`src/hw/rtl/cltok_pkg.sv`:
```
package cltok_pkg;

    // Field widths
    localparam int CHAR_W  = 8;
    localparam int KIND_W  = 2;
    localparam int SLOT_W  = 10;
    localparam int LIMIT_W = 10;

    // Slot counter wraps once a token completes at this count
    localparam int MAX_SLOTS = 512;

    // Most results one byte can cause
    localparam int RES_MAX = 3;

    // Dependent feed passes needed for the longest re-feed chain
    localparam int FEED_PASSES = 3;

    localparam int CNT_W = 2;

    // Byte codes
    localparam logic [CHAR_W-1:0] CH_NUL    = 8'h00;
    localparam logic [CHAR_W-1:0] CH_SPACE  = 8'h20;
    localparam logic [CHAR_W-1:0] CH_DQUOTE = 8'h22;
    localparam logic [CHAR_W-1:0] CH_STAR   = 8'h2A;
    localparam logic [CHAR_W-1:0] CH_SLASH  = 8'h2F;
    localparam logic [CHAR_W-1:0] CH_BSLASH = 8'h5C;
    localparam logic [CHAR_W-1:0] CH_HIGH   = 8'h80;

    localparam logic [SLOT_W-1:0] TD_SAT = '1;

    typedef enum logic [KIND_W-1:0] {
        KIND_BYTE = 2'd0,
        KIND_END  = 2'd1,
        KIND_DONE = 2'd2
    } t_kind;

    typedef struct packed {
        t_kind              kind;
        logic [CHAR_W-1:0]  value;
        logic [SLOT_W-1:0]  number;
        logic               last;
    } t_res;

    // Results of one item, oldest in entry 0
    typedef struct packed {
        logic [CNT_W-1:0]   cnt;
        t_res [RES_MAX-1:0] res;
    } t_res_set;

endpackage

```
`src/hw/rtl/cltok_core.sv`:
```
module cltok_core
    import cltok_pkg::*;
(
    input  logic                i_clk,
    input  logic                i_rst_n,
    input  logic                i_cfg_wr_en,
    input  logic [LIMIT_W-1:0]  i_cfg_wr_data,
    input  logic                i_fire,
    input  logic [CHAR_W-1:0]   i_byte,
    output t_res_set            o_set
);

    typedef enum logic [6:0] {
        MODE_TOP   = 7'b0000001,
        MODE_SEP   = 7'b0000010,
        MODE_PLAIN = 7'b0000100,
        MODE_QUOTE = 7'b0001000,
        MODE_BLOCK = 7'b0010000,
        MODE_LINE  = 7'b0100000,
        MODE_VERB  = 7'b1000000
    } t_mode;

    t_mode               r_mode,  n_mode;
    logic                r_slash, n_slash;
    logic                r_bs,    n_bs;
    logic                r_star,  n_star;
    logic                r_skip,  n_skip;
    logic [SLOT_W-1:0]   r_td,    n_td;
    logic [SLOT_W-1:0]   r_slot,  n_slot;
    logic [LIMIT_W-1:0]  r_limit;

    function automatic logic is_sep(input logic [CHAR_W-1:0] c);
        return (c != CH_NUL) && ((c <= CH_SPACE) || (c >= CH_HIGH));
    endfunction

    function automatic t_res mk(input t_kind k, input logic [CHAR_W-1:0] v,
                                input logic [SLOT_W-1:0] n);
        t_res r;
        r.kind   = k;
        r.value  = v;
        r.number = n;
        r.last   = 1'b0;
        return r;
    endfunction

    // Drops anything past the third result
    function automatic t_res_set push(input t_res_set s, input t_res r);
        t_res_set t;
        t = s;
        if (t.cnt < CNT_W'(RES_MAX)) begin
            t.res[t.cnt] = r;
            t.cnt        = t.cnt + 2'd1;
        end
        return t;
    endfunction

    t_res_set           v_set;
    t_mode              v_m0;
    logic [CHAR_W-1:0]  v_c, v_c2;
    logic               v_has2, v_busy, v_go, v_ld, v_known;

    always_comb begin
        n_mode  = r_mode;
        n_slash = r_slash;
        n_bs    = r_bs;
        n_star  = r_star;
        n_skip  = r_skip;
        n_td    = r_td;
        n_slot  = r_slot;
        v_set   = '0;
        v_m0    = MODE_TOP;
        v_c     = i_byte;
        v_c2    = CH_NUL;
        v_has2  = 1'b0;
        v_busy  = 1'b1;
        v_go    = 1'b0;
        v_ld    = 1'b0;
        v_known = 1'b1;
        for (int p = 0; p < FEED_PASSES; p++) begin
            if (v_busy) begin
                v_busy = 1'b0;
                case (n_mode)
                    MODE_TOP, MODE_SEP, MODE_PLAIN, MODE_QUOTE,
                    MODE_BLOCK, MODE_LINE, MODE_VERB: v_known = 1'b1;
                    default: v_known = 1'b0;
                endcase
                if (!v_known) begin
                    n_mode  = MODE_TOP;
                    n_slash = 1'b0;
                    n_bs    = 1'b0;
                    n_skip  = 1'b0;
                end
                v_m0 = n_mode;

                // Token boundary: close a quoted token, then limit check
                if (n_mode == MODE_TOP) begin
                    v_go = 1'b1;
                    if (n_skip) begin
                        n_skip = 1'b0;
                        if (v_c == CH_NUL) begin
                            v_ld = 1'b1;
                            v_go = 1'b0;
                        end else begin
                            if (n_td != TD_SAT) n_td = n_td + 10'd1;
                            if (n_slot >= SLOT_W'(MAX_SLOTS)) n_slot = '0;
                            if (is_sep(v_c)) v_go = 1'b0;
                        end
                    end
                    if (v_go) begin
                        if (r_limit != '0 && n_td == r_limit - 10'd1) begin
                            if (v_c == CH_NUL) begin
                                v_ld = 1'b1;
                            end else begin
                                n_mode = MODE_VERB;
                                n_slot = n_slot + 10'd1;
                                v_set  = push(v_set, mk(KIND_BYTE, v_c, n_slot - 10'd1));
                            end
                        end else begin
                            n_mode = MODE_SEP;
                        end
                    end
                end

                if (n_mode == MODE_SEP) begin
                    if (n_slash) begin
                        n_slash = 1'b0;
                        if (v_c == CH_SLASH) begin
                            n_mode = MODE_LINE;
                        end else if (v_c == CH_STAR) begin
                            n_mode = MODE_BLOCK;
                            n_star = 1'b1;
                        end else begin
                            n_mode = MODE_PLAIN;
                            n_slot = n_slot + 10'd1;
                            v_set  = push(v_set, mk(KIND_BYTE, CH_SLASH, n_slot - 10'd1));
                            v_busy = 1'b1;
                        end
                    end else if (v_c == CH_NUL) begin
                        v_ld = 1'b1;
                    end else if (is_sep(v_c)) begin
                        n_mode = MODE_SEP;
                    end else if (v_c == CH_SLASH) begin
                        n_slash = 1'b1;
                    end else if (v_c == CH_DQUOTE) begin
                        n_mode = MODE_QUOTE;
                        n_slot = n_slot + 10'd1;
                    end else begin
                        n_mode = MODE_PLAIN;
                        n_slot = n_slot + 10'd1;
                        v_set  = push(v_set, mk(KIND_BYTE, v_c, n_slot - 10'd1));
                    end
                end else begin
                    case (v_m0)
                        MODE_PLAIN: begin
                            if (n_slash) begin
                                n_slash = 1'b0;
                                if (v_c == CH_SLASH || v_c == CH_STAR) begin
                                    // comment opener ends the token; re-feed both bytes
                                    v_set = push(v_set, mk(KIND_END, CH_NUL, n_slot - 10'd1));
                                    if (n_td != TD_SAT) n_td = n_td + 10'd1;
                                    if (n_slot >= SLOT_W'(MAX_SLOTS)) n_slot = '0;
                                    n_mode = MODE_TOP;
                                    v_c2   = v_c;
                                    v_c    = CH_SLASH;
                                    v_has2 = 1'b1;
                                    v_busy = 1'b1;
                                end else begin
                                    v_set  = push(v_set, mk(KIND_BYTE, CH_SLASH, n_slot - 10'd1));
                                    v_busy = 1'b1;
                                end
                            end else if (v_c == CH_NUL) begin
                                v_set = push(v_set, mk(KIND_END, CH_NUL, n_slot - 10'd1));
                                v_ld  = 1'b1;
                            end else if (is_sep(v_c) || v_c == CH_DQUOTE) begin
                                v_set = push(v_set, mk(KIND_END, CH_NUL, n_slot - 10'd1));
                                if (n_td != TD_SAT) n_td = n_td + 10'd1;
                                if (n_slot >= SLOT_W'(MAX_SLOTS)) n_slot = '0;
                                n_mode = MODE_TOP;
                                v_busy = (v_c == CH_DQUOTE);
                            end else if (v_c == CH_SLASH) begin
                                n_slash = 1'b1;
                            end else begin
                                v_set = push(v_set, mk(KIND_BYTE, v_c, n_slot - 10'd1));
                            end
                        end
                        MODE_QUOTE: begin
                            if (n_bs) begin
                                n_bs = 1'b0;
                                if (v_c != CH_DQUOTE) begin
                                    v_set  = push(v_set, mk(KIND_BYTE, CH_BSLASH, n_slot - 10'd1));
                                    v_busy = 1'b1;
                                end
                            end else if (v_c == CH_NUL) begin
                                v_set = push(v_set, mk(KIND_END, CH_NUL, n_slot - 10'd1));
                                v_ld  = 1'b1;
                            end else if (v_c == CH_DQUOTE) begin
                                v_set  = push(v_set, mk(KIND_END, CH_NUL, n_slot - 10'd1));
                                n_skip = 1'b1;
                                n_mode = MODE_TOP;
                            end else if (v_c == CH_BSLASH) begin
                                n_bs = 1'b1;
                            end else begin
                                v_set = push(v_set, mk(KIND_BYTE, v_c, n_slot - 10'd1));
                            end
                        end
                        MODE_BLOCK: begin
                            if (v_c == CH_NUL) begin
                                v_ld = 1'b1;
                            end else if (n_star && v_c == CH_SLASH) begin
                                n_star = 1'b0;
                                n_mode = MODE_TOP;
                            end else begin
                                n_star = (v_c == CH_STAR);
                            end
                        end
                        MODE_LINE: begin
                            v_ld = (v_c == CH_NUL);
                        end
                        MODE_VERB: begin
                            if (v_c == CH_NUL) begin
                                v_set = push(v_set, mk(KIND_END, CH_NUL, n_slot - 10'd1));
                                v_ld  = 1'b1;
                            end else begin
                                v_set = push(v_set, mk(KIND_BYTE, v_c, n_slot - 10'd1));
                            end
                        end
                        default: begin
                            v_go = 1'b0;
                        end
                    endcase
                end

                if (v_ld) begin
                    v_busy = 1'b0;
                end else if (!v_busy && v_has2) begin
                    v_c    = v_c2;
                    v_has2 = 1'b0;
                    v_busy = 1'b1;
                end
            end
        end

        // Line done: report count, fresh line
        if (v_ld) begin
            v_set   = push(v_set, mk(KIND_DONE, CH_NUL, n_slot));
            n_mode  = MODE_TOP;
            n_slash = 1'b0;
            n_bs    = 1'b0;
            n_star  = 1'b0;
            n_skip  = 1'b0;
            n_td    = '0;
            n_slot  = '0;
        end
        if (v_set.cnt != '0) begin
            v_set.res[v_set.cnt - 2'd1].last = 1'b1;
        end
    end

    assign o_set = v_set;

    always_ff @(posedge i_clk) begin
        if (!i_rst_n) begin
            r_mode  <= MODE_TOP;
            r_slash <= 1'b0;
            r_bs    <= 1'b0;
            r_star  <= 1'b0;
            r_skip  <= 1'b0;
            r_td    <= '0;
            r_slot  <= '0;
            r_limit <= '0;
        end else begin
            if (i_cfg_wr_en) begin
                r_limit <= i_cfg_wr_data;
            end
            if (i_fire) begin
                r_mode  <= n_mode;
                r_slash <= n_slash;
                r_bs    <= n_bs;
                r_star  <= n_star;
                r_skip  <= n_skip;
                r_td    <= n_td;
                r_slot  <= n_slot;
            end
        end
    end

    a_slot_range: assert property (@(posedge i_clk) disable iff (!i_rst_n)
        r_slot <= SLOT_W'(MAX_SLOTS))
        else $error("slot count beyond wrap point");

    a_pending_excl: assert property (@(posedge i_clk) disable iff (!i_rst_n)
        !(r_slash && r_bs))
        else $error("slash and backslash pending together");

    a_star_block: assert property (@(posedge i_clk) disable iff (!i_rst_n)
        r_star |-> r_mode == MODE_BLOCK)
        else $error("star flag held outside a block comment");

endmodule

```
`src/hw/rtl/cltok_outq.sv`:
```
module cltok_outq
    import cltok_pkg::*;
(
    input  logic      i_clk,
    input  logic      i_rst_n,
    input  logic      i_load,
    input  t_res_set  i_set,
    input  logic      i_ready,
    output logic      o_free,
    output logic      o_valid,
    output t_res      o_head
);

    logic [CNT_W-1:0]   r_cnt;
    t_res [RES_MAX-1:0] r_buf;
    logic               w_pop;

    assign o_valid = (r_cnt != '0);
    assign o_head  = r_buf[0];
    assign w_pop   = o_valid && i_ready;
    // Empty now, or empty after this cycle's transfer
    assign o_free  = (r_cnt == '0) || (r_cnt == 2'd1 && i_ready);

    always_ff @(posedge i_clk) begin
        if (!i_rst_n) begin
            r_cnt <= '0;
        end else if (i_load) begin
            r_cnt <= i_set.cnt;
        end else if (w_pop) begin
            r_cnt <= r_cnt - 2'd1;
        end
    end

    always_ff @(posedge i_clk) begin
        if (i_load) begin
            r_buf <= i_set.res;
        end else if (w_pop) begin
            r_buf[0] <= r_buf[1];
            r_buf[1] <= r_buf[2];
        end
    end

    a_load_free: assert property (@(posedge i_clk) disable iff (!i_rst_n)
        i_load |-> o_free)
        else $error("results loaded over undelivered ones");

    a_last_single: assert property (@(posedge i_clk) disable iff (!i_rst_n)
        r_cnt == 2'd1 |-> r_buf[0].last)
        else $error("final buffered result lacks last flag");

    a_last_early: assert property (@(posedge i_clk) disable iff (!i_rst_n)
        r_cnt > 2'd1 |-> !r_buf[0].last)
        else $error("last flag ahead of remaining results");

endmodule

```
`src/hw/rtl/command_line_tokenizer.sv`:
```
// Channel   Dir  Handshake                    Payload
// s_axis    in   s_axis_tvalid/s_axis_tready  tdata[7:0] char_byte
// m_axis    out  m_axis_tvalid/m_axis_tready  tdata value,number; tuser kind; tlast
// cfg       in   i_cfg_wr_en (no wait)        i_cfg_wr_data[9:0] token_limit
//
// One item a cycle is taken in while each byte yields at most one result and
// the output is not stalled. Each byte is held in the input register, then
// passes through the tokenizer logic into the result buffer; results leave
// one a cycle while m_axis_tready is high. A byte giving two or three results
// holds the input while the buffer drains. Reset is synchronous; it clears
// control state, not data registers. Stalls back up via the buffer to s_axis_tready.
module command_line_tokenizer
    import cltok_pkg::*;
(
    input  logic                i_clk,
    input  logic                i_rst_n,
    // config
    input  logic                i_cfg_wr_en,
    input  logic [LIMIT_W-1:0]  i_cfg_wr_data,   // token_limit
    // input bytes
    input  logic                s_axis_tvalid,
    output logic                s_axis_tready,
    input  logic [7:0]          s_axis_tdata,    // [7:0] char_byte
    // results
    output logic                m_axis_tvalid,
    input  logic                m_axis_tready,
    output logic [23:0]         m_axis_tdata,    // [7:0] value, [17:8] number, rest 0
    output logic [1:0]          m_axis_tuser,    // [1:0] kind
    output logic                m_axis_tlast     // final result of the item
);

    // Input register
    logic               r_in_valid;
    logic [CHAR_W-1:0]  r_in_byte;

    logic               w_free;
    logic               w_load;
    t_res_set           w_set;
    t_res               w_head;

    // Item leaves the input register once the buffer can take all its results
    assign w_load        = r_in_valid && w_free;
    assign s_axis_tready = !r_in_valid || w_load;

    always_ff @(posedge i_clk) begin
        if (!i_rst_n) begin
            r_in_valid <= 1'b0;
        end else if (s_axis_tready) begin
            r_in_valid <= s_axis_tvalid;
        end
    end

    always_ff @(posedge i_clk) begin
        if (s_axis_tready && s_axis_tvalid) begin
            r_in_byte <= s_axis_tdata;
        end
    end

    // Scanner state and per-byte result logic
    cltok_core u_core (
        .i_clk         (i_clk),
        .i_rst_n       (i_rst_n),
        .i_cfg_wr_en   (i_cfg_wr_en),
        .i_cfg_wr_data (i_cfg_wr_data),
        .i_fire        (w_load),
        .i_byte        (r_in_byte),
        .o_set         (w_set)
    );

    // Result buffer, up to three per item
    cltok_outq u_outq (
        .i_clk   (i_clk),
        .i_rst_n (i_rst_n),
        .i_load  (w_load),
        .i_set   (w_set),
        .i_ready (m_axis_tready),
        .o_free  (w_free),
        .o_valid (m_axis_tvalid),
        .o_head  (w_head)
    );

    assign m_axis_tdata = {6'b0, w_head.number, w_head.value};
    assign m_axis_tuser = w_head.kind;
    assign m_axis_tlast = w_head.last;

endmodule

```
`config.mk`:
```
export PLATFORM = sky130hd
export DESIGN_NAME = command_line_tokenizer
export DESIGN_NICKNAME = d
export VERILOG_FILES = /design/src/hw/rtl/cltok_pkg.sv /design/src/hw/rtl/cltok_core.sv /design/src/hw/rtl/cltok_outq.sv /design/src/hw/rtl/command_line_tokenizer.sv
export SDC_FILE = /design/constraint.sdc
export NUM_CORES = 1
export LEC_CHECK = 0
export ABC_AREA = 0
export BUFFER_PORTS_ARGS = -buffer_cell sky130_fd_sc_hd__buf_2
export CELL_PAD_IN_SITES_DETAIL_PLACEMENT = 0
export CELL_PAD_IN_SITES_GLOBAL_PLACEMENT = 2
export CORE_ASPECT_RATIO = 2
export CORE_MARGIN = 2
export CORE_UTILIZATION = 34
export DETAILED_ROUTE_END_ITERATION = 8
export PLACE_DENSITY_LB_ADDON = 0.15
export SKIP_CTS_REPAIR_TIMING = 1
export SYNTH_ARGS = -nofsm -noshare
export SYNTH_HDL_FRONTEND = slang
export SYNTH_SLANG_ARGS = --single-unit
```
`constraint.sdc`:
```
create_clock -name i_clk -period 11.4 [get_ports i_clk]
set_clock_uncertainty 0.15 [all_clocks]
set_input_delay 2.85 -clock i_clk [delete_from_list [all_inputs] [get_ports i_clk]]
set_output_delay 2.85 -clock i_clk [all_outputs]
set_load 0.01 [all_outputs]
```
* Yosys cells after proc, flatten, opt, wreduce, memory -nomap -nowiden
Cells that the tools add are included.
Operators by class: add/subtract/negate cells 30, order comparisons 32, equality and inequality tests 67, mux-type cells 552, reduce and logical (&&, ||, !) cells 53
Operator list (count):
- $mux W65 | 94
- $bwmux W63 | 22
- $mux W10 | 113
- $pmux W65 S3 | 3
- $mux W7 | 67
- $demux W21 S2 | 7
- $mux W1 | 199
- $mux W8 | 21
- $mux W21 | 6
- $add A10 B1 Y10 const B | 12
- $sub A10 B1 Y10 const B | 10
- $mux W42 | 2
- $eq A8 B6 Y1 const B | 9
- $mux W64 | 1
- $mux W63 | 1
- $pmux W7 S3 | 3
- $ge A10 B10 Y1 const B | 6
- $ne A10 B10 Y1 const B | 6
- $eq A7 B1 Y1 const B | 6
- $eq A7 B2 Y1 const B | 6
- $eq A7 B3 Y1 const B | 6
- $eq A7 B4 Y1 const B | 6
- $eq A7 B5 Y1 const B | 6
- $eq A7 B6 Y1 const B | 6
- other kinds (27) | 116
Storage, ports and cells: register bits after elaboration 115, input port bits 23, output and inout port bits 29, word-level logic and storage cells 757

* Logic depth before layout (Yosys ltp)
Gate-level depths: netlist of run 1.
word-level depth 87, gate-level depth with buffers 50, gate-level depth less buffers 45

* Modules after synthesis
Synthesis of run 1 repeated with hierarchy kept, for this count alone.
Unflattened totals: cells, all modules 2582, area total of the unflattened synthesis 18465.2 µm²
By module, submodules not included:
- cltok_core | instances 1, cells an instance 2411, area each 15208.3 µm²
- cltok_outq | instances 1, cells an instance 150, area each 2902.8 µm²
- command_line_tokenizer | instances 1, cells an instance 21, area each 354.1 µm²

* Least setup slack after synthesis of run 1
Ideal clock, no wire load.
path kind register -> register, start register u_core.r_td[1], end register u_outq.r_buf[52] in the netlist's numbering, data pin, setup time 266 ps, arrival time 10317 ps, data required time 10984 ps, path slack 667 ps, cell stages (with the launch flop) 46, path through dfxtp_1 -> ha_1 -> clkbuf_1 -> nand4_1 -> nor3_1 -> clkbuf_1 -> o21ai_0 -> and2_1 -> inv_1 -> ha_1 -> clkbuf_1 -> inv_1 -> a221o_1 -> nor4_4 -> nor2_1 -> xnor2_1 -> ha_1 -> o31ai_1 -> [10 not listed] -> and2_1 -> clkbuf_1 -> ha_1 -> nand4_1 -> a2111oi_4 -> a31oi_1 -> or4b_1 -> or3_4 -> o21a_1 -> or3_1 -> nor3_1 -> a211oi_1 -> clkbuf_1 -> or4_1 -> nand3b_1 -> a31o_2 -> a221oi_1 -> o21ai_1
RTL lines:
- from (decl) | line cltok_core.sv:28 | logic [SLOT_W-1:0] r_td, n_td;
- from (signal assigned) | line cltok_core.sv:281 | r_td <= n_td;
- to (signal assigned) | line cltok_outq.sv:36 | r_buf <= i_set.res;
- to (decl) | line cltok_outq.sv:15 | t_res [RES_MAX-1:0] r_buf;

==> flow_summary.toml, run 1 <==
[sta]
min_period_ns = 11.04
fmax_mhz = 90.6
tightest_slew_ns = 1.56
tns_ns = 0
hold_ws_ns = 0.330
max_slew_margin_pct = -4.36
final_hold_viol_count = 0
rsz0062_at_grt = "no"
setup_viol = 0
maxSlewViolCount = 2
fin_crit_sh_pct = 96.8

[finish]
layout_commonest_cell = "nand2_1"
finalInstanceArea_sq_um = 21300
drive_above_1_share_pct = 14.6
diodes = 0
fin_cells = 3482
final_nets = 2842
layout_common_cells = "330 x nand2_1, 292 x nor2_1, 206 x buf_4"
areaGrowthSynthToFinish_pct = 13.4
fill_cells = 5868

[drt]
wl_um = 119000
vias_per_cell = 6.83
vias = 23800
drt_iter0_markers = 2456
drc = 0
antenna_left = 0
routedWlPerCell_um = 34.2
dr.pass1.iters = 6

[cts]
numCtsBuffers = 17
cts.sinks = 115
clock_path_buffers = 2
h-tree-depth = 4
cts_root_buf = "clkbuf_16"
clock_latency_ns = 0.47
cts_tree = "yes"
path_clk_slew_ns = 0.07

[setup_path]
r2r_slack_ns = 0.36
r2r-end = "u_outq.r_buf[52]"
cp-end-kind = "flip-flop"
path_class = "flip-flop to flip-flop"
start_kind = "flip-flop"
r2r_cells = 34
worstPathRequired_ns = 11.46
path_max_fanout = 11
cpPeakStageDelay_ns = 0.56
crit_buf_inv = 3
r2r-start = "u_core.r_mode[2]"
worstSetupPathDepth = 34
critPathLaunch = "u_core.r_mode[2]"
crit_end = "u_outq.r_buf[52]"
worstPathArrival_ns = 11.09
slowest_stage = "nor4_4"
crit_family = "simple AND/OR/NAND/NOR gates"

[floorplanning]
rows = 121
io_pins = 52
core_area_sq_um = 54500
die-area_sq_um = 57200
die_w_um = 170
fp.dieH_um = 336
initial_utilization_pct = 34.4

[placed_design]
numPortBuffers = 45
dp_hpwl_um = 95300
gp_congestion = 1.04
dp.cells = 3442
place_area_sq_um = 20500

[grt]
grt_overflow_total = 0
grt_pass1_wl_um = 169000
grt_pass1_vias = 23400
grt_max_degree = 72
grtUsageTotal_pct = 41.1
antenna_found_initial = 1

[status]
violations = "max-capacitance violations, max-slew violations"
outcome = "finished with violations"

[synth]
synth_cells = 2721
synth.distinct_cells = 113
synth_area_per_cell_sq_um = 6.89
netlist_area_sq_um = 18800
async_flop_share_pct = 0
yosysWarningCount = 0
ys_seq_area_share_pct = 16.1
ys_ff_latch = 115
synth_edf_count = 71
synth_flop_cell = "edfxtp_1"

[flow_run]
max_cap_viol_count = 1

[pwr]
power_density_nw_per_um2 = 86.9
vdd_ir_drop_max_mv = 0.0939
p_leak_uw = 0.00767
p_total_uw = 1850

[hold_path]
hold_path_class = "flip-flop to flip-flop"
-- metal layers --
layer | vias up | wire length (um) | GRT usage [%]
met5 | - | 13 | 0
met3 | 633 | 6940 | 6.78
li1 | 10500 | - | -
met1 | 11300 | 37100 | 37.7
met2 | 1349 | 58300 | 72.0
met4 | 2 | 16600 | 46.1
-- flip-flops by register name, indices dropped and copies added (netlist names) --
signal,cells
u_core.r_td,10
u_core.r_mode,7
u_core.r_limit,10
u_outq.r_cnt,2
u_core.r_skip,1
u_core.r_bs,1
r_in_byte,8
u_core.r_slot,10
u_core.r_star,1
u_outq.r_buf,42
r_in_valid,1
u_core.r_slash,1
u_outq.o_head,21
-- logic make-up after synthesis --
kind of cell	Yosys count	share of synthesized area, %
other	1	0.0200
flip-flops	115	16.1
AND/OR/NAND/NOR	1214	32.5
XOR/XNOR	157	7.33
AO/OA/AOI/OAI	882	32.8
buffers and inverters	260	5.92
multiplexers	65	3.64
adder cells (fa/ha/maj)	27	1.79
-- cells in the mapped netlist (all sizes together), types with 47 or more instances --
master | n | area share, %
nand4 | 60 | 2.0
a21oi | 160 | 4.3
buf | 52 | 1.7
nand3 | 113 | 3.0
mux2i | 49 | 2.7
nor2 | 297 | 5.9
inv | 54 | 1.1
o21ai | 199 | 5.4
xor2 | 53 | 2.5
a31oi | 52 | 1.7
nor4 | 47 | 2.2
clkbuf | 151 | 3.0
edfxtp | 71 | 11
nor3 | 105 | 2.9
nand2 | 331 | 6.7
xnor2 | 104 | 4.9
-- how the worst min path moves through the flow --
stage                               start         endpoint  slack, ns  depth (start not counted)
final                     u_outq.r_cnt[1]  u_outq.r_cnt[1]       0.33                          2
after global routing      u_outq.r_cnt[1]  u_outq.r_cnt[1]       0.35                          2
after CTS                 u_outq.r_cnt[1]  u_outq.r_cnt[1]       0.34                          2
after detailed placement  u_outq.r_cnt[1]  u_outq.r_cnt[1]       0.33                          2
after global placement    u_outq.r_cnt[1]  u_outq.r_cnt[1]       0.30                          2
after floorplan           u_outq.r_cnt[1]  u_outq.r_cnt[1]       0.29                          2
-- layout make-up --
type | instances | area [sq um] | area share [%]
flip-flops and latches | 115 | 3020 | 14.2
multi-input cells | 2351 | 14800 | 69.7
clock buffers | 19 | 464 | 2.18
clock inverters | 13 | 139 | 0.653
well taps | 676 | 846 | 3.98
inverters | 57 | 214 | 1.01
repair buffers | 251 | 1770 | 8.33
-- where the power goes --
| part | leakage (uW) | internal [uW] | total, uW | switching [uW] |
|---|---|---|---|---|
| Combinational | 0.00632 | 225 | 732 | 507 |
| Sequential | 0.00105 | 506 | 527 | 21.0 |
| Clock | 0.000294 | 326 | 588 | 262 |
-- per-stage QoR --
stage | util, % | setup WS, ns
floorplan | - | 0.667
global placement | 37.6 | 0.0726
detailed placement | 37.6 | 0.108
CTS | 38.7 | 0.0822
global route | 39.0 | 0.00575
finish | 39.0 | 0.365
-- worst reg2reg max path, delay by kind of cell, from the launching register on --
family,cells,cell delay [ns]
simple gates,16,5.19
flops,1,0.45
compound gates,14,4.02
fa+ha+maj,1,0.31
buf+inv,3,0.67
Power figures use the tool's default switching activity.
==> run 2, diff against run 1 <==
Settings changed: REMOVE_ABC_BUFFERS from default to 1.
==> run 2 against run 1 <==
Net effect:
- the run now ends clean
- global-route usage down 0.42 points
- final cell count down 0.26%
- combinational power increased by 0.5%
- critical path type unchanged
- highest routed layer unchanged
==> flow_summary.toml, run 2 (same netlist as run 1, synthesis figures left out) <==
[floorplanning]
core_area_sq_um = 54500
fp.dieH_um = 336
initial_utilization_pct = 34.4
die_w_um = 170
io_pins = 52
die-area_sq_um = 57200
rows = 121

[cts]
clock_latency_ns = 0.47
path_clk_slew_ns = 0.07
cts_tree = "yes"
clock_path_buffers = 2
numCtsBuffers = 17
h-tree-depth = 4
cts.sinks = 115
cts_root_buf = "clkbuf_16"

[setup_path]
cpPeakStageDelay_ns = 0.54
r2r-end = "u_outq.r_buf[52]"
slowest_stage = "or4_4"
worstPathRequired_ns = 11.46
r2r-start = "r_in_byte[7]"
cp-end-kind = "flip-flop"
start_kind = "flip-flop"
r2r_slack_ns = 0.57
path_max_fanout = 10
path_class = "flip-flop to flip-flop"
worstPathArrival_ns = 10.89
r2r_cells = 43
crit_top_cell = "inv_1"

[grt]
grt_pass1_vias = 23500
grtUsageTotal_pct = 40.6
grt_pass1_wl_um = 167000
grt_overflow_total = 0
grt_max_degree = 59
antenna_found_initial = 4

[sta]
setup_slack_ns = 0.573
fmax_mhz = 92.4
final_hold_viol_count = 0
min_period_ns = 10.83
tightest_slew_ns = 1.36
maxSlewViolCount = 0
setup_viol = 0
max_slew_margin_pct = 8.45
hold_ws_ns = 0.317
fin_crit_sh_pct = 95.0

[finish]
layout_common_cells = "330 x nand2_1, 292 x nor2_1, 192 x buf_4"
final_nets = 2829
largest_reg_flops = 42
fin_cells = 3473
largest-register = "u_outq.r_buf"
drive_above_1_share_pct = 14.1
areaGrowthSynthToFinish_pct = 12.7
layout_commonest_cell = "nand2_1"
finalInstanceArea_sq_um = 21100
final_core_util_pct = 38.8

[drt]
drt_iter0_markers = 2300
antenna_left = 0
dr.pass1.iters = 7
vias = 23800
routedWlPerCell_um = 33.9
wl_um = 118000
vias_per_cell = 6.85
drc = 0

[hold_path]
hold_end = "u_outq.r_cnt[1]"
hold_path_class = "flip-flop to flip-flop"
hold_depth = 2
hold_start = "u_outq.r_cnt[1]"

[placed_design]
numPortBuffers = 45
place_area_sq_um = 20400
dp_hpwl_um = 93900
dp_slack_ns = 0.0796
dp.cells = 3427
gp_congestion = 1.01

[pwr]
power_density_nw_per_um2 = 88.5
vdd_ir_drop_max_mv = 0.0965
p_leak_uw = 0.00760

[status]
outcome = "completed"

[flow_run]
max_cap_viol_count = 0
==> run 2: cell count changes in the layout (fill, tap and decap cells not counted), moves of 2 or more <==
cell and change:
buf_4 -14, nor3_1 -2, clkinvlp_4 +3, clkinv_2 +2
clkinv_4 -3, nor3_4 +2, inv_8 -2, diode_2 +4
==> run 2: worst max-delay path, delay by kind of cell (launching register included) <==
family	cells	cell delay, ns
flops	1	0.53
simple gates	18	4.56
buf+inv	7	0.92
fa+ha+maj	4	1.04
xor+xnor	1	0.20
compound gates	13	3.14
==> run 2: final cells by class <==
| cell class | instances | area, sq um |
|---|---|---|
| fillers | 5956 | 33400 |
| multi-input cells | 2351 | 14800 |
| flip-flops and latches | 115 | 3010 |
| repair buffers | 238 | 1690 |
| well taps | 676 | 846 |
| clock buffers | 17 | 425 |
| inverters | 57 | 214 |
| clock inverters | 15 | 156 |
| diodes | 4 | 10.0 |
==> run 2: per-stage QoR <==
step	power [uW]	TNS [ns]
2_1_floorplan	934	-38.62
3_3_place_gp	1240	0
3_5_place_dp	1240	0
4_1_cts	1850	0
5_1_grt	1930	-0.0168
6_report	1870	0
==> run 2: layer usage <==
| metal | share of wire (%) | GRT usage, % | wire, um |
|---|---|---|---|
| met4 | 14 | 44.4 | 16000 |
| met3 | 6.5 | 6.41 | 7660 |
| met2 | 49 | 71.8 | 58000 |
| met1 | 31 | 37.5 | 36100 |
| met5 | 0.010 | 0 | 12 |
==> run 2: worst max-delay path by stage <==
stage | from | to | cells after the start
after floorplan | r_in_byte[4] | u_outq.r_buf[52] | 34
after global placement | u_core.r_mode[3] | u_outq.r_buf[52] | 36
after detailed placement | u_core.r_mode[3] | u_outq.r_buf[52] | 36
after CTS | u_core.r_mode[3] | u_outq.r_buf[52] | 36
after global routing | u_core.r_mode[2] | u_outq.r_buf[52] | 39
final | r_in_byte[7] | u_outq.r_buf[52] | 43
==> run 2: where the power goes <==
group | switching [uW] | internal [uW] | total, uW
Combinational | 511 | 225 | 736
Clock | 284 | 324 | 608
Sequential | 21.1 | 506 | 527
Total | 816 | 1050 | 1870
